--- src/design/tes_pkg.sv ---
// threshold event sequencer package: state codes, position ordering and helpers
// shared by the controller and datapath; no dependencies
`default_nettype none

package tes_pkg;

	// event state codes as they arrive on the input
	localparam logic [7:0] CODE_NORMAL     = 8'd1;
	localparam logic [7:0] CODE_LOW_WARN   = 8'd5;
	localparam logic [7:0] CODE_LOW_CRIT   = 8'd6;
	localparam logic [7:0] CODE_LOW_FATAL  = 8'd7;
	localparam logic [7:0] CODE_HIGH_WARN  = 8'd8;
	localparam logic [7:0] CODE_HIGH_CRIT  = 8'd9;
	localparam logic [7:0] CODE_HIGH_FATAL = 8'd10;

	// ordered position, 0 lower fatal .. 6 upper fatal
	typedef logic [2:0] pos_t;
	localparam pos_t NORMAL_POS = 3'd3;

	typedef struct packed {
		logic known;
		pos_t pos;
	} spos_t;

	typedef struct packed {
		logic load;
		logic step;
	} tes_cmd_t;

	typedef struct packed {
		logic out_free;
		logic last_item;
	} tes_stat_t;

	function automatic spos_t state_pos(input logic [7:0] code);
		spos_t r;
		r.known = 1'b1;
		case (code)
			CODE_LOW_FATAL:  r.pos = 3'd0;
			CODE_LOW_CRIT:   r.pos = 3'd1;
			CODE_LOW_WARN:   r.pos = 3'd2;
			CODE_NORMAL:     r.pos = NORMAL_POS;
			CODE_HIGH_WARN:  r.pos = 3'd4;
			CODE_HIGH_CRIT:  r.pos = 3'd5;
			CODE_HIGH_FATAL: r.pos = 3'd6;
			default: begin
				r.known = 1'b0;
				r.pos   = NORMAL_POS;
			end
		endcase
		return r;
	endfunction

	// alarm level: distance from normal minus one
	function automatic logic [1:0] level_of(input pos_t p);
		pos_t d;
		if (p > NORMAL_POS) begin
			d = p - (NORMAL_POS + 3'd1);
		end else begin
			d = (NORMAL_POS - 3'd1) - p;
		end
		return d[1:0];
	endfunction

	// first position that emits in a walk; a walk out of normal skips normal
	function automatic pos_t seg_start(input pos_t sp, input pos_t sn);
		pos_t r;
		r = sp;
		if (sp == NORMAL_POS) begin
			r = (sn > sp) ? sp + 3'd1 : sp - 3'd1;
		end
		return r;
	endfunction

endpackage

`default_nettype wire

--- src/design/tes_if.sv ---
// channel interfaces for the threshold event sequencer: sensor transitions in,
// alarm beats out; no dependencies
`default_nettype none

interface tes_in_if;
	logic        valid;
	logic        ready;
	logic [7:0]  previous_state;
	logic [7:0]  next_state;
	logic [31:0] reading;

	modport source (output valid, output previous_state, output next_state, output reading,
		input ready);
	modport sink (input valid, input previous_state, input next_state, input reading,
		output ready);
endinterface

interface tes_out_if;
	logic        valid;
	logic        ready;
	logic        has_event;
	logic [1:0]  level;
	logic        direction;
	logic        asserted;
	logic        status;
	logic        last;
	logic [31:0] reading_out;

	modport source (output valid, output has_event, output level, output direction,
		output asserted, output status, output last, output reading_out, input ready);
	modport sink (input valid, input has_event, input level, input direction,
		input asserted, input status, input last, input reading_out, output ready);
endinterface

`default_nettype wire

--- src/design/tes_datapath.sv ---
// threshold event sequencer datapath: walk registers, event generation and
// output register; depends on tes_pkg
`default_nettype none

module tes_datapath (
	input  wire logic             clk,
	input  wire logic             arst_n,
	input  wire logic [7:0]       previous_state,
	input  wire logic [7:0]       next_state,
	input  wire logic [31:0]      reading,
	input  wire tes_pkg::tes_cmd_t  cmd,
	output tes_pkg::tes_stat_t      stat,
	input  wire logic             out_ready,
	output logic                  out_valid,
	output logic                  out_has_event,
	output logic [1:0]            out_level,
	output logic                  out_direction,
	output logic                  out_asserted,
	output logic                  out_status,
	output logic                  out_last,
	output logic [31:0]           out_reading
);
	import tes_pkg::*;

	// walk state
	pos_t        seg_sp_q, seg_sn_q, cur_q, fin_n_q;
	logic        sub_q, cross_q, special_q, err_q;
	logic [31:0] reading_q;

	// output register
	logic        out_valid_q;
	logic        has_q, dir_q, asrt_q, status_q, last_q;
	logic [1:0]  level_q;
	logic [31:0] rdg_q;

	// load decode
	spos_t p_in, n_in;
	logic  ld_err, ld_cross;
	pos_t  ld_sn;

	// step logic
	logic  up, better, at_end, seg_done;
	pos_t  nxt, e_pos, cur_d, sp_d, sn_d;
	logic  e_has, e_asrt, e_last, sub_d, cross_d;

	always_comb begin
		p_in     = state_pos(previous_state);
		n_in     = state_pos(next_state);
		ld_err   = !p_in.known || !n_in.known;
		ld_cross = (p_in.pos < NORMAL_POS && n_in.pos > NORMAL_POS) ||
			(p_in.pos > NORMAL_POS && n_in.pos < NORMAL_POS);
		ld_sn    = ld_cross ? NORMAL_POS : n_in.pos;
	end

	always_comb begin
		up     = seg_sp_q < seg_sn_q;
		better = (up && seg_sp_q < NORMAL_POS) || (!up && seg_sp_q > NORMAL_POS);
		nxt    = up ? cur_q + 3'd1 : cur_q - 3'd1;
		at_end = cur_q == seg_sn_q;

		e_has    = !special_q;
		e_pos    = cur_q;
		e_asrt   = 1'b1;
		seg_done = 1'b0;
		sub_d    = 1'b0;
		cur_d    = cur_q;
		sp_d     = seg_sp_q;
		sn_d     = seg_sn_q;
		cross_d  = cross_q;

		if (at_end) begin
			// target level asserted last
			seg_done = 1'b1;
		end else if (better && cur_q != seg_sp_q && !sub_q) begin
			// re-assert before deasserting a passed level
			sub_d = 1'b1;
		end else begin
			e_asrt   = !better;
			cur_d    = nxt;
			seg_done = (nxt == seg_sn_q) && (seg_sn_q == NORMAL_POS);
		end

		e_last = special_q || (seg_done && !cross_q);
		if (seg_done && cross_q) begin
			// second half: normal to target
			sp_d    = NORMAL_POS;
			sn_d    = fin_n_q;
			cur_d   = seg_start(NORMAL_POS, fin_n_q);
			sub_d   = 1'b0;
			cross_d = 1'b0;
		end
	end

	always_ff @(posedge clk or negedge arst_n) begin
		if (!arst_n) begin
			out_valid_q <= 1'b0;
		end else if (cmd.step) begin
			out_valid_q <= 1'b1;
		end else if (out_ready) begin
			out_valid_q <= 1'b0;
		end
	end

	always_ff @(posedge clk) begin
		if (cmd.load) begin
			seg_sp_q  <= p_in.pos;
			seg_sn_q  <= ld_sn;
			cur_q     <= seg_start(p_in.pos, ld_sn);
			fin_n_q   <= n_in.pos;
			sub_q     <= 1'b0;
			cross_q   <= ld_cross;
			err_q     <= ld_err;
			special_q <= ld_err || (p_in.pos == n_in.pos);
			reading_q <= reading;
		end else if (cmd.step) begin
			seg_sp_q <= sp_d;
			seg_sn_q <= sn_d;
			cur_q    <= cur_d;
			sub_q    <= sub_d;
			cross_q  <= cross_d;
		end
		if (cmd.step) begin
			has_q    <= e_has;
			level_q  <= e_has ? level_of(e_pos) : 2'd0;
			dir_q    <= e_has && (e_pos > NORMAL_POS);
			asrt_q   <= e_has && e_asrt;
			status_q <= special_q && err_q;
			last_q   <= e_last;
			rdg_q    <= e_has ? reading_q : 32'd0;
		end
	end

	assign stat.out_free  = !out_valid_q || out_ready;
	assign stat.last_item = e_last;

	assign out_valid     = out_valid_q;
	assign out_has_event = has_q;
	assign out_level     = level_q;
	assign out_direction = dir_q;
	assign out_asserted  = asrt_q;
	assign out_status    = status_q;
	assign out_last      = last_q;
	assign out_reading   = rdg_q;

	a_step_room: assert property (@(posedge clk) disable iff (!arst_n)
		cmd.step |-> (!out_valid_q || out_ready))
		else $error("step issued while output register is blocked");
	a_special_single: assert property (@(posedge clk) disable iff (!arst_n)
		cmd.step && special_q |=> out_valid_q && last_q && !has_q)
		else $error("special item not issued as a single last beat");
	a_level_range: assert property (@(posedge clk) disable iff (!arst_n)
		out_valid_q && has_q |-> level_q != 2'd3)
		else $error("alarm level out of range");
endmodule

`default_nettype wire

--- src/design/tes_ctrl.sv ---
// threshold event sequencer controller: idle/run state machine that loads a
// transition and steps the datapath once per beat; depends on tes_pkg
`default_nettype none

module tes_ctrl (
	input  wire logic               clk,
	input  wire logic               arst_n,
	input  wire logic               in_valid,
	output logic                    in_ready,
	input  wire tes_pkg::tes_stat_t stat,
	output tes_pkg::tes_cmd_t       cmd
);
	import tes_pkg::*;

	localparam logic ST_IDLE = 1'b0;
	localparam logic ST_RUN  = 1'b1;

	logic state_q, state_d;

	always_comb begin
		state_d  = state_q;
		cmd.load = 1'b0;
		cmd.step = 1'b0;
		in_ready = 1'b0;
		case (state_q)
			ST_IDLE: begin
				in_ready = 1'b1;
				if (in_valid) begin
					cmd.load = 1'b1;
					state_d  = ST_RUN;
				end
			end
			ST_RUN: begin
				if (stat.out_free) begin
					cmd.step = 1'b1;
					if (stat.last_item) begin
						state_d = ST_IDLE;
					end
				end
			end
			default: state_d = ST_IDLE;
		endcase
	end

	always_ff @(posedge clk or negedge arst_n) begin
		if (!arst_n) begin
			state_q <= ST_IDLE;
		end else begin
			state_q <= state_d;
		end
	end

	a_cmd_excl: assert property (@(posedge clk) disable iff (!arst_n)
		!(cmd.load && cmd.step))
		else $error("load and step in the same cycle");
	a_load_run: assert property (@(posedge clk) disable iff (!arst_n)
		cmd.load |=> state_q == ST_RUN)
		else $error("load did not start a run");
	a_last_idle: assert property (@(posedge clk) disable iff (!arst_n)
		cmd.step && stat.last_item |=> state_q == ST_IDLE)
		else $error("run continued past the last beat");
endmodule

`default_nettype wire

--- src/design/threshold_event_sequencer.sv ---
// threshold event sequencer: one transition in, one to eight alarm beats out
// a transition is loaded while idle, then one beat per cycle enters the output
// register while it is free; k = 1..8 beats per transition (8 worst case,
// lower fatal to upper fatal), set by the walk registers stepping once
// per beat; a stall on the alarm side holds the step
// reset: arst_n clears the controller to idle and empties the output register
`default_nettype none

module threshold_event_sequencer (
	input wire logic clk,
	input wire logic arst_n,
	tes_in_if.sink   sensor,
	tes_out_if.source alarm
);
	import tes_pkg::*;

	// command and status between controller and datapath
	tes_cmd_t  cmd;
	tes_stat_t stat;

	// controller: idle waits for a transition, run issues one beat per free
	// output slot until the datapath flags the last beat
	tes_ctrl u_ctrl (
		.clk      (clk),
		.arst_n   (arst_n),
		.in_valid (sensor.valid),
		.in_ready (sensor.ready),
		.stat     (stat),
		.cmd      (cmd)
	);

	// datapath: decodes codes to positions, walks the levels and holds the
	// result beat; the next transition is taken while the last beat waits
	tes_datapath u_dp (
		.clk            (clk),
		.arst_n         (arst_n),
		.previous_state (sensor.previous_state),
		.next_state     (sensor.next_state),
		.reading        (sensor.reading),
		.cmd            (cmd),
		.stat           (stat),
		.out_ready      (alarm.ready),
		.out_valid      (alarm.valid),
		.out_has_event  (alarm.has_event),
		.out_level      (alarm.level),
		.out_direction  (alarm.direction),
		.out_asserted   (alarm.asserted),
		.out_status     (alarm.status),
		.out_last       (alarm.last),
		.out_reading    (alarm.reading_out)
	);
endmodule

`default_nettype wire
--- src/flat_wrapper.sv ---
// flat-port wrapper written by rule: the top's interface ports become plain ports
module threshold_event_sequencer_flat import tes_pkg::*;
  (clk, arst_n, sensor_valid, sensor_previous_state, sensor_next_state, sensor_reading, sensor_ready, alarm_valid, alarm_has_event, alarm_level, alarm_direction, alarm_asserted, alarm_status, alarm_last, alarm_reading_out, alarm_ready);
  tes_in_if sensor_i ();
  tes_out_if alarm_i ();
  input wire logic clk;
  input wire logic arst_n;
  input wire logic [$bits(sensor_i.valid)-1:0] sensor_valid;
  input wire logic [$bits(sensor_i.previous_state)-1:0] sensor_previous_state;
  input wire logic [$bits(sensor_i.next_state)-1:0] sensor_next_state;
  input wire logic [$bits(sensor_i.reading)-1:0] sensor_reading;
  output wire logic [$bits(sensor_i.ready)-1:0] sensor_ready;
  output wire logic [$bits(alarm_i.valid)-1:0] alarm_valid;
  output wire logic [$bits(alarm_i.has_event)-1:0] alarm_has_event;
  output wire logic [$bits(alarm_i.level)-1:0] alarm_level;
  output wire logic [$bits(alarm_i.direction)-1:0] alarm_direction;
  output wire logic [$bits(alarm_i.asserted)-1:0] alarm_asserted;
  output wire logic [$bits(alarm_i.status)-1:0] alarm_status;
  output wire logic [$bits(alarm_i.last)-1:0] alarm_last;
  output wire logic [$bits(alarm_i.reading_out)-1:0] alarm_reading_out;
  input wire logic [$bits(alarm_i.ready)-1:0] alarm_ready;
  assign sensor_i.valid = sensor_valid;
  assign sensor_i.previous_state = sensor_previous_state;
  assign sensor_i.next_state = sensor_next_state;
  assign sensor_i.reading = sensor_reading;
  assign sensor_ready = sensor_i.ready;
  assign alarm_valid = alarm_i.valid;
  assign alarm_has_event = alarm_i.has_event;
  assign alarm_level = alarm_i.level;
  assign alarm_direction = alarm_i.direction;
  assign alarm_asserted = alarm_i.asserted;
  assign alarm_status = alarm_i.status;
  assign alarm_last = alarm_i.last;
  assign alarm_reading_out = alarm_i.reading_out;
  assign alarm_i.ready = alarm_ready;
  threshold_event_sequencer u_core (.clk(clk), .arst_n(arst_n), .sensor(sensor_i), .alarm(alarm_i));
endmodule
--- config.mk ---
export PLATFORM = sky130hd
export DESIGN_NAME = threshold_event_sequencer_flat
export DESIGN_NICKNAME = d
export VERILOG_FILES = /design/src/design/tes_pkg.sv /design/src/design/tes_if.sv /design/src/design/tes_datapath.sv /design/src/design/tes_ctrl.sv /design/src/design/threshold_event_sequencer.sv /design/src/flat_wrapper.sv
export SDC_FILE = /design/constraint.sdc
export NUM_CORES = 1
export LEC_CHECK = 0
export BUFFER_PORTS_ARGS = -buffer_cell sky130_fd_sc_hd__buf_2
export CAP_MARGIN = 20
export CORE_MARGIN = 2
export CORE_UTILIZATION = 40
export DETAILED_ROUTE_END_ITERATION = 8
export PLACE_DENSITY = 0.65
export SYNTH_ARGS = -nofsm -noshare
export SYNTH_HDL_FRONTEND = slang
export SYNTH_SLANG_ARGS = --single-unit
--- constraint.sdc ---
create_clock -name clk -period 3.03 [get_ports clk]
set_input_delay 0.303 -clock clk [delete_from_list [all_inputs] [get_ports clk]]
set_output_delay 0.303 -clock clk [all_outputs]
set_load 0.05 [all_outputs]
==> flow_summary_export.csv, run 1 <==
group,metric,value,unit
grt,grt_pass1_wl,10710,um
flow_run,drv_cap,0,
die,ios,93,
drt,first_pass_iters,4,
placed_design,port_buffers,92,
drt,ant_nets,0,
cells_and_area,seqCellArea,2653,sq um
worst_hold_path,hold_class,"in2reg",
grt,grt_max_degree,41,
yosys,synth-seq-area-share,0.7018,
grt,track_usage,0.1365,
placed_design,place_hpwl,5146,um
setup_path,crit_path_start_kind,"flip-flop",
cells_and_area,drive_above_1_share,0.3920,
setup_path,worstSetupPathType,"reg2reg",
cells_and_area,nFillCells,808,
sta,period_needed,2.948,ns
die,core_area,9196,sq um
drt,wl,6904,um
cells_and_area,multi_input_area,1125,sq um
placed_design,gp_congestion,0.8342,
clock_network,clkTransAtPathRegs,0.10,ns
power,p_leak,1.875,nW
cells_and_area,layout.nets,453,
yosys,synth_edf_count,86,
cells_and_area,instances_no_fill,509,
grt,grt_pass1_vias,2317,
sta,hold_violations,0,
setup_path,critPathMaxFanout,7,
power,pwr-share-seq,0.432,
setup_path,cp_slowest_cell,"fa_1",
sta,period_share,0.9731,
clock_network,cts_tree,"built",
power,intPower,0.002602,W
sta,worst_hold_slack,0.1211,ns
clock_network,cts.sinks,89,
cells_and_area,final_util,0.5244,
sta,final.setup.tns,0,ns
clock_network,cts_root_buf,"clkbuf_8",
power,irDropWorstVdd,0.0002803,V
yosys,synth-main-ff-cell,"edfxtp_1",
cells_and_area,final_common_cell,"buf_2",
yosys,synth_nets,328,
drt,drc_errors,0,
yosys,avgSynthCellArea,14.10,sq um
setup_path,worstPathRequired,3.09,ns
sta,tightest_slew,0.8491,ns
clock_network,insertion_delay,0.34,ns
setup_path,arrival,3.01,ns
drt,routed_via_density,4.762,
sta,slew_headroom,0.4339,
die,die_h,101.2,um
power,switching_power,0.001770,W
yosys,ys_types,40,
drt,wire_per_inst,13.56,um
yosys,ys_seq_elements,89,
setup_path,critical-path-top-delay-family,"adder cells",
sta,slew_violations,0,
die,die-area,10240,sq um
die,fp.dieW,101.2,um
setup_path,crit_path_cell_trace,"ha_4 -> nand2_4 -> o21ai_4 -> inv_2 -> fa_1 -> nor4_2 -> nand2_1 -> a211oi_4 -> nor2_2 -> o21ai_2 -> buf_6",
clock_network,cts_buffers,9,
sta,grt_setup_unrepaired,"yes",
yosys,syn-instance-count,268,
die,row_count,35,
clock_network,clock_path_buffers,2,
sta,finalSetupViolations,0,
power,clockPowerShare,0.169,
cells_and_area,n_antenna_cell,0,
drt,drt_iter0_drc,57,
outcome,status,"finished clean",
cells_and_area,syn2layout_area_growth,27.57,%
grt,grt-ovfl-total,0,
cells_and_area,layout_common_cells,"buf_2, edfxtp_1, nor2b_1, buf_4, nand2_1",
placed_design,placed_cells,490,
power,p_sw_frac,0.4048,
setup_path,end_kind,"flip-flop",
sta,clock_skew,0.007978,ns
power,comb_power_share,0.399,
yosys,ys_warn_count,0,
die,initial_utilization,0.4110,
drt,via_count,2424,
setup_path,crit_buf_inv,2,
sta,clock.fmax,0.3392,GHz
power,p_per_area,906.5,nW/um^2
clock_network,cts_max_level,3,
setup_path,slowest_delay,0.47,ns
yosys,netlist_area,3780,sq um
grt,antenna_found_initial,0,
yosys,synth-async-reset-ratio,0.02247,
synthesized netlist by cell type, drive strengths merged (2+ instances only):
| library cell | number | area (sq um) |
|---|---|---|
| nand3 | 3 | 15.01 |
| fa | 2 | 40.04 |
| o21ai | 11 | 66.32 |
| dfrtp | 2 | 50.05 |
| inv | 11 | 41.29 |
| ha | 6 | 75.07 |
| nor2 | 13 | 48.80 |
| a311oi | 2 | 17.52 |
| nor2b | 37 | 239.0 |
| nand2 | 24 | 90.09 |
| and2 | 3 | 18.77 |
| o31ai | 2 | 15.01 |
| or3 | 2 | 12.51 |
| clkbuf | 5 | 18.77 |
| a31oi | 2 | 12.51 |
| nor4 | 4 | 31.28 |
| edfxtp | 86 | 2582 |
| xor2 | 7 | 61.31 |
| a211oi | 2 | 27.53 |
| nand2b | 8 | 50.05 |
| or2 | 2 | 12.51 |
| nor3 | 2 | 10.01 |
| mux2 | 2 | 26.27 |
| xnor2 | 6 | 52.55 |
| a21oi | 15 | 86.34 |
metal layers:
metal	GRT usage	vias to the layer above	share of wire
met2	0.2384	56	0.53
met1	0.1666	1150	0.43
met5	0	-	0
met4	0.05925	0	0.011
li1	-	1212	-
met3	0.02346	6	0.032
sequential cells by signal, summed over array words and instances, names as in the netlist:
register and count:
u_core.u_ctrl.state_q 1, u_core.u_dp.cross_q 1, u_core.u_dp.cur_q 3, u_core.u_dp.err_q 1, u_core.u_dp.fin_n_q 3, u_core.u_dp.out_asserted 1
u_core.u_dp.out_direction 1, u_core.u_dp.out_has_event 1, u_core.u_dp.out_last 1, u_core.u_dp.out_level 2, u_core.u_dp.out_reading 32, u_core.u_dp.out_status 1
u_core.u_dp.out_valid 1, u_core.u_dp.reading_q 32, u_core.u_dp.seg_sn_q 3, u_core.u_dp.seg_sp_q 3, u_core.u_dp.special_q 1, u_core.u_dp.sub_q 1
cell families (layout without fill, tap and decap cells):
| family | after synthesis | count (layout) | synth area share |
|---|---|---|---|
| flops | 89 | 89 | 0.7018 |
| compound gates | 40 | 40 | 0.07217 |
| fa+ha+maj | 8 | 8 | 0.03045 |
| xor+xnor | 13 | 13 | 0.03012 |
| simple gates | 98 | 98 | 0.1397 |
| buf+inv | 18 | 148 | 0.01887 |
| mux | 2 | 2 | 0.006950 |
layout make-up:
| class | instances | share of cell area |
|---|---|---|
| clock inverters | 7 | 0.01245 |
| clock buffers | 9 | 0.02569 |
| repair buffers | 120 | 0.1404 |
| multi-input cells | 161 | 0.2333 |
| flip-flops and latches | 89 | 0.5501 |
| well taps | 111 | 0.02880 |
| inverters | 12 | 0.009341 |
final timing paths:
kind | start | to | slack [ns] | cells after the start
min in group asynchronous | arst_n | u_core.u_dp.out_valid | 0.28 | 2
worst min register to register | u_core.u_dp.sub_q | u_core.u_dp.sub_q | 0.48 | 2
worst max register to register | u_core.u_dp.seg_sp_q[2] | u_core.u_dp.seg_sn_q[2] | 0.08 | 11
max in group asynchronous | arst_n | u_core.u_ctrl.state_q | 2.66 | 2
worst max-delay path | u_core.u_dp.seg_sp_q[2] | u_core.u_dp.seg_sn_q[2] | 0.08 | 11
worst min-delay path | sensor_reading[10] | u_core.u_dp.reading_q[10] | 0.12 | 1
power groups by stage:
stage	combinational (W)	sequential (W)	clock, W
after floorplan	0.000636	0.00248	0
final	0.00174	0.00189	0.000740
after global routing	0.00187	0.00192	0.000821
after CTS	0.00169	0.00189	0.000771
after global placement	0.00165	0.00190	0
after detailed placement	0.00167	0.00192	0
worst reg2reg max path: cells and delay by family, from the launching register on:
kind	cells	cell delay [ns]
adder cells (fa/ha/maj)	2	0.79
flip-flops	1	0.43
buffers and inverters	2	0.20
AND/OR/NAND/NOR	4	0.59
AO/OA/AOI/OAI	3	0.65
stage by stage:
step	worst slack (ns)	instance area (sq um)	total power [W]
global route	-0.02948	4822	0.004620
finish	0.08162	4822	0.004371
floorplan	0.008082	3790	0.003116
detailed placement	-0.1557	4551	0.003593
global placement	-0.07815	4551	0.003556
CTS	0.04008	4751	0.004351
repair_timing:
| item | CTS | global route |
|---|---|---|
| gates cloned | 0 | 0 |
| hold buffers | 1 | 0 |
| buffers inserted | 0 | 2 |
| pin swaps | 1 | 13 |
| hold endpoints to repair | 2 | 0 |
| resized for setup | 1 | 11 |
| endpoints found under the setup margin | 8 | 12 |
Note: power is estimated with default switching activity, not from simulation.
==> run 2, diff against run 1 <==
--- a/config.mk
+++ b/config.mk
@@ -10,7 +10,6 @@
 export CORE_MARGIN = 2
 export CORE_UTILIZATION = 40
 export DETAILED_ROUTE_END_ITERATION = 8
-export PLACE_DENSITY = 0.65
 export SYNTH_ARGS = -nofsm -noshare
 export SYNTH_HDL_FRONTEND = slang
 export SYNTH_SLANG_ARGS = --single-unit
==> constraint.sdc (replaced) <==
create_clock -name clk -period 3.56 [get_ports clk]
set_input_delay 0.356 -clock clk [delete_from_list [all_inputs] [get_ports clk]]
set_output_delay 0.356 -clock clk [all_outputs]
set_load 0.05 [all_outputs]
==> run 2 against run 1 <==
Flip-flop and latch count did not move. Core utilization fell by 2.1 points. Clock power fell by 5.7%. Cell area fell by 4.0%. Critical endpoint is now u_core.u_dp.cur_q[1].
==> flow_summary_export.csv, run 2 (synthesis results as in run 1) <==
group,metric,value,unit
setup_path,rr_worst_depth,10,
sta,period_needed,3.263,ns
cells_and_area,drive_above_1_share,0.3298,
setup_path,worstPathRequired,3.58,ns
clock_network,cts_max_level,3,
placed_design,place_hpwl,4981,um
die,row_count,35,
setup_path,end_kind,"flip-flop",
setup_path,cp_slowest_cell,"fa_1",
die,fp.dieW,101.2,um
clock_network,cts_tree,"built",
cells_and_area,syn2layout_area_growth,22.48,%
grt,grt_pass1_wl,10940,um
power,p_per_area,786.0,nW/um^2
drt,wl,6833,um
die,die_h,101.2,um
cells_and_area,nFillCells,818,
setup_path,crit_path_frequent_cell,"nand2_1",
sta,slew_violations,0,
sta,slew_headroom,0.6410,
setup_path,crit_path_start_kind,"flip-flop",
setup_path,arrival,3.28,ns
drt,via_count,2326,
clock_network,clock_path_buffers,2,
sta,hold_violations,0,
setup_path,cp-endpoint,"u_core.u_dp.cur_q[1]",
cells_and_area,layout_common_cells,"buf_2, edfxtp_1, nor2b_1, nand2_1, a21oi_1",
setup_path,r2r_end,"u_core.u_dp.cur_q[1]",
sta,clock_skew,0.007905,ns
sta,grt_setup_unrepaired,"no",
sta,final.setup.tns,0,ns
placed_design,gp_congestion,0.8423,
power,p_leak,1.780,nW
placed_design,port_buffers,92,
sta,period_share,0.9167,
drt,drt_iter0_drc,133,
worst_hold_path,hold_class,"in2reg",
setup_path,critPathMaxFanout,5,
setup_path,slowest_delay,0.51,ns
clock_network,cts.sinks,89,
die,initial_utilization,0.4110,
cells_and_area,n_antenna_cell,0,
setup_path,crit_path_cell_trace,"ha_1 -> nand2_1 -> o21ai_4 -> inv_1 -> fa_1 -> nor4_1 -> nand2_1 -> a211oi_4 -> nor3_1 -> o21ai_0",
clock_network,cts_buffers,9,
sta,clock.fmax,0.3064,GHz
sta,tightest_slew,0.5386,ns
clock_network,cts_root_buf,"clkbuf_8",
grt,grt_max_degree,42,
setup_path,cp-startpoint,"u_core.u_dp.seg_sp_q[2]",
grt,track_usage,0.1405,
cells_and_area,layout.nets,434,
worst_hold_path,hp-start,"sensor_reading[25]",
die,ios,93,
grt,grt-ovfl-total,0,
die,core_area,9196,sq um
drt,first_pass_iters,4,
cells_and_area,final_common_cell,"buf_2",
setup_path,reg2reg_slack,0.30,ns
grt,antenna_found_initial,0,
flow_run,drv_cap,0,
drt,ant_nets,0,
drt,routed_via_density,4.747,
drt,drc_errors,0,
clock_network,clkTransAtPathRegs,0.09,ns
power,irDropWorstVdd,0.0002627,V
setup_path,worstSetupPathType,"reg2reg",
clock_network,insertion_delay,0.35,ns
die,die-area,10240,sq um
grt,grt_pass1_vias,2249,
setup_path,r2r_start,"u_core.u_dp.seg_sp_q[2]",
outcome,status,"finished clean",
sta,worst_hold_slack,0.1739,ns
drt,wire_per_inst,13.94,um
sta,finalSetupViolations,0,
[run 2: per-layer routing]
| metal | wire [um] | vias to the layer above | track usage |
|---|---|---|---|
| met5 | 0 | - | 0 |
| met4 | 110 | 0 | 0.05925 |
| met3 | 338 | 10 | 0.02968 |
| met2 | 3297 | 67 | 0.2277 |
| met1 | 3087 | 1073 | 0.1848 |
| li1 | - | 1176 | - |
[run 2: worst min-delay path by stage]
stage                                      endpoint  slack [ns]  depth (start not counted)
final                     u_core.u_dp.reading_q[25]        0.17                          1
after global routing      u_core.u_dp.reading_q[22]        0.15                          1
after CTS                 u_core.u_dp.reading_q[12]        0.16                          1
after detailed placement      u_core.u_ctrl.state_q        0.14                          1
after global placement        u_core.u_dp.out_valid        0.14                          1
after floorplan               u_core.u_ctrl.state_q        0.06                          0
[run 2: area by class of cell]
cell class | count | area, sq um | area share
timing repair buffer | 101 | 530.5 | 0.1146
sequential | 89 | 2653 | 0.5730
clock buffer | 10 | 127.6 | 0.02757
inverter | 12 | 45.04 | 0.009730
tap | 111 | 138.9 | 0.03000
multi-input combinational | 161 | 1056 | 0.2281
clock inverter | 6 | 78.83 | 0.01703
[run 2: power breakdown]
part	internal [W]	switching, W
Sequential	0.00150	0.000106
Clock	0.000334	0.000364
Combinational	0.000342	0.000992
Total	0.00218	0.00146
[run 2: repair_timing]
action	in CTS	in global routing
buffers inserted	0	0
hold buffers	1	0
hold endpoints to repair	2	0
gates resized for setup	0	0
[run 2: through the flow]
stage | power (W) | cells | utilization | cell area (sq um) | worst slack (ns)
after detailed placement | 0.002970 | 473 | 0.4799 | 4413 | 0.3217
after CTS | 0.003671 | 490 | 0.5034 | 4629 | 0.3144
after global placement | 0.002945 | 473 | 0.4799 | 4413 | 0.3484
after global routing | 0.003836 | 490 | 0.5034 | 4629 | 0.04119
final | 0.003639 | 490 | 0.5034 | 4629 | 0.2966
after floorplan | 0.002648 | 268 | - | 3780 | 0.2314
[run 2: worst max-delay path, delay by kind of cell, from the launching register on]
| kind | cells | cell delay, ns |
|---|---|---|
| buffers and inverters | 1 | 0.09 |
| AOI/OAI and AO/OA | 3 | 0.77 |
| DFF | 1 | 0.46 |
| adders and majority gates | 2 | 0.88 |
| and+or+nand+nor | 4 | 0.72 |
==> run 3, diff against run 2 <==
--- a/config.mk
+++ b/config.mk
@@ -8,8 +8,9 @@
 export BUFFER_PORTS_ARGS = -buffer_cell sky130_fd_sc_hd__buf_2
 export CAP_MARGIN = 20
 export CORE_MARGIN = 2
-export CORE_UTILIZATION = 40
+export CORE_UTILIZATION = 55
 export DETAILED_ROUTE_END_ITERATION = 8
+export PLACE_DENSITY = 0.82
 export SYNTH_ARGS = -nofsm -noshare
 export SYNTH_HDL_FRONTEND = slang
 export SYNTH_SLANG_ARGS = --single-unit
==> run 3 against run 2 <==
Die area down 26%. Sequential share of layout area up 0.82 points. Sequential power about the same. Worst hold slack worse by 0.0049 ns. Cell area down 1.4%. Global-route usage up 3.3 points. Power down 2.1%. Clock skew up 0.0033 ns. Cell count down 6.5%. Largest cell class unchanged. Highest routed layer unchanged.
==> flow_summary_export.csv, run 3 (synthesis results as in run 1) <==
group,metric,value,unit
cells_and_area,drive_above_1_share,0.3307,
drt,drt_iter0_drc,112,
sta,slew_violations,0,
power,irDropWorstVdd,0.0002738,V
grt,grt_max_degree,29,
setup_path,critPathMaxFanout,7,
placed_design,port_buffers,92,
sta,clock.fmax,0.3032,GHz
sta,tightest_slew,0.6327,ns
power,p_per_area,780.2,nW/um^2
drt,drc_errors,0,
grt,grt_pass1_vias,2180,
setup_path,r2r_start,"u_core.u_dp.seg_sn_q[2]",
cells_and_area,final_cell_area,4564,sq um
grt,antenna_found_initial,0,
cells_and_area,final_util,0.6793,
setup_path,worstPathRequired,3.62,ns
drt,ant_nets,0,
worst_hold_path,hold_class,"in2reg",
sta,slew_headroom,0.5743,
worst_hold_path,hp-start,"sensor_reading[19]",
worst_hold_path,hold_depth,1,
grt,use_met1,0.2119,
setup_path,arrival,3.36,ns
die,fp.dieW,86.90,um
drt,routed_via_density,5.109,
clock_network,clock_path_buffers,2,
flow_run,drv_cap,0,
clock_network,cts.sinks,89,
cells_and_area,n_antenna_cell,0,
drt,wire_per_inst,13.96,um
grt,grt-ovfl-total,0,
setup_path,cp_slowest_cell,"fa_1",
placed_design,place_hpwl,4754,um
clock_network,cts_root_buf,"clkbuf_8",
placed_design,post_dp_cell_area,4367,sq um
sta,period_needed,3.298,ns
clock_network,cts_max_level,3,
cells_and_area,syn2layout_area_growth,20.75,%
cells_and_area,final_common_cell,"buf_2",
clock_network,clkTransAtPathRegs,0.10,ns
die,die_h,86.90,um
setup_path,crit_path_cell_trace,"inv_1 -> ha_1 -> nand2_1 -> o21ai_4 -> inv_1 -> fa_1 -> nor4_1 -> nand2_1 -> a211oi_4 -> nor2_1 -> o21ai_0 -> buf_4",
power,total_power,0.003561,W
sta,period_share,0.9264,
sta,hold_violations,0,
sta,finalSetupViolations,0,
drt,first_pass_iters,4,
sta,final.setup.tns,0,ns
die,ios,93,
grt,grt_busiest_layer,"met2",
setup_path,worstSetupPathType,"reg2reg",
clock_network,insertion_delay,0.35,ns
die,core_area,6719,sq um
drt,via_count,2340,
grt,grtUsageMet3,0.05498,
drt,wl,6392,um
sta,clock_skew,0.01116,ns
setup_path,end_kind,"flip-flop",
outcome,status,"finished clean",
grt,gr-usage-met2,0.2901,
worst_hold_path,hold_end,"u_core.u_dp.reading_q[19]",
clock_network,post_cts_buffers,0,
placed_design,gp_congestion,0.8380,
die,die-area,7552,sq um
clock_network,cts_buffers,9,
clock_network,cts_tree,"built",
setup_path,critical-path-top-delay-family,"adder cells",
setup_path,path_depth,12,
setup_path,reg2reg_slack,0.26,ns
setup_path,slowest_delay,0.51,ns
die,row_count,30,
power,p_leak,1.773,nW
die,initial_utilization,0.5626,
setup_path,crit_buf_inv,3,
cells_and_area,layout.nets,433,
setup_path,crit_path_start_kind,"flip-flop",
sta,grt_setup_unrepaired,"no",
sta,worst_hold_slack,0.1690,ns
setup_path,rr_worst_depth,12,
setup_path,r2r_end,"u_core.u_dp.seg_sp_q[2]",
cells_and_area,layout_common_cells,"buf_2, edfxtp_1, nor2b_1, nand2_1, a21oi_1",
grt,track_usage,0.1735,
grt,grt_pass1_wl,9832,um
-- run 3: cell types whose count changed in the layout (fill, tap and decap cells not counted) --
cell        change
o21ai_0         -1
o21ai_1         +1
buf_4           -1
inv_6           +2
clkinv_2        +1
bufinv_16       -1
clkbuf_1        -1
clkinvlp_4      -1
-- run 3: metrics by stage --
| step | std cells | setup WS [ns] |
|---|---|---|
| 2_1_floorplan | 268 | 0.2314 |
| 3_3_place_gp | 441 | 0.2196 |
| 3_5_place_dp | 441 | 0.05910 |
| 4_1_cts | 458 | 0.2338 |
| 5_1_grt | 458 | 0.04238 |
| 6_report | 458 | 0.2619 |
-- run 3: layout make-up --
cell class / instances / area (sq um)
Sequential cell: 89 / 2653
Timing Repair Buffer: 100 / 523.0
Inverter: 12 / 45.04
Clock buffer: 9 / 123.9
Multi-Input combinational cell: 161 / 1056
Tap cell: 80 / 100.1
Clock inverter: 7 / 63.81
Fill cell: 463 / 2155
-- run 3: timing repair --
| action | CTS | global route |
|---|---|---|
| gates resized for setup | 0 | 1 |
| setup endpoints to repair | 0 | 3 |
| endpoints found under the hold margin | 2 | 0 |
| hold buffers | 1 | 0 |
-- run 3: power by group --
group          switching [W]  total, W  internal [W]
Clock               0.000369  0.000635      0.000267
Sequential          0.000103   0.00160       0.00150
Combinational       0.000981   0.00132      0.000343
-- run 3: how the worst max path moves through the flow --
stage / start / to
6_report: u_core.u_dp.seg_sn_q[2] / u_core.u_dp.seg_sp_q[2]
5_1_grt: u_core.u_dp.seg_sn_q[2] / u_core.u_dp.seg_sn_q[1]
4_1_cts: u_core.u_dp.seg_sn_q[2] / u_core.u_dp.cur_q[1]
3_5_place_dp: sensor_next_state[5] / u_core.u_dp.cur_q[1]
3_3_place_gp: sensor_next_state[5] / u_core.u_dp.cur_q[1]
2_1_floorplan: u_core.u_dp.seg_sp_q[2] / u_core.u_dp.cross_q
-- run 3: layer usage --
layer | up-vias | wire length, um
met4 | 0 | 102
met5 | - | 0
met3 | 8 | 352
li1 | 1173 | -
met1 | 1084 | 2637
met2 | 75 | 3300
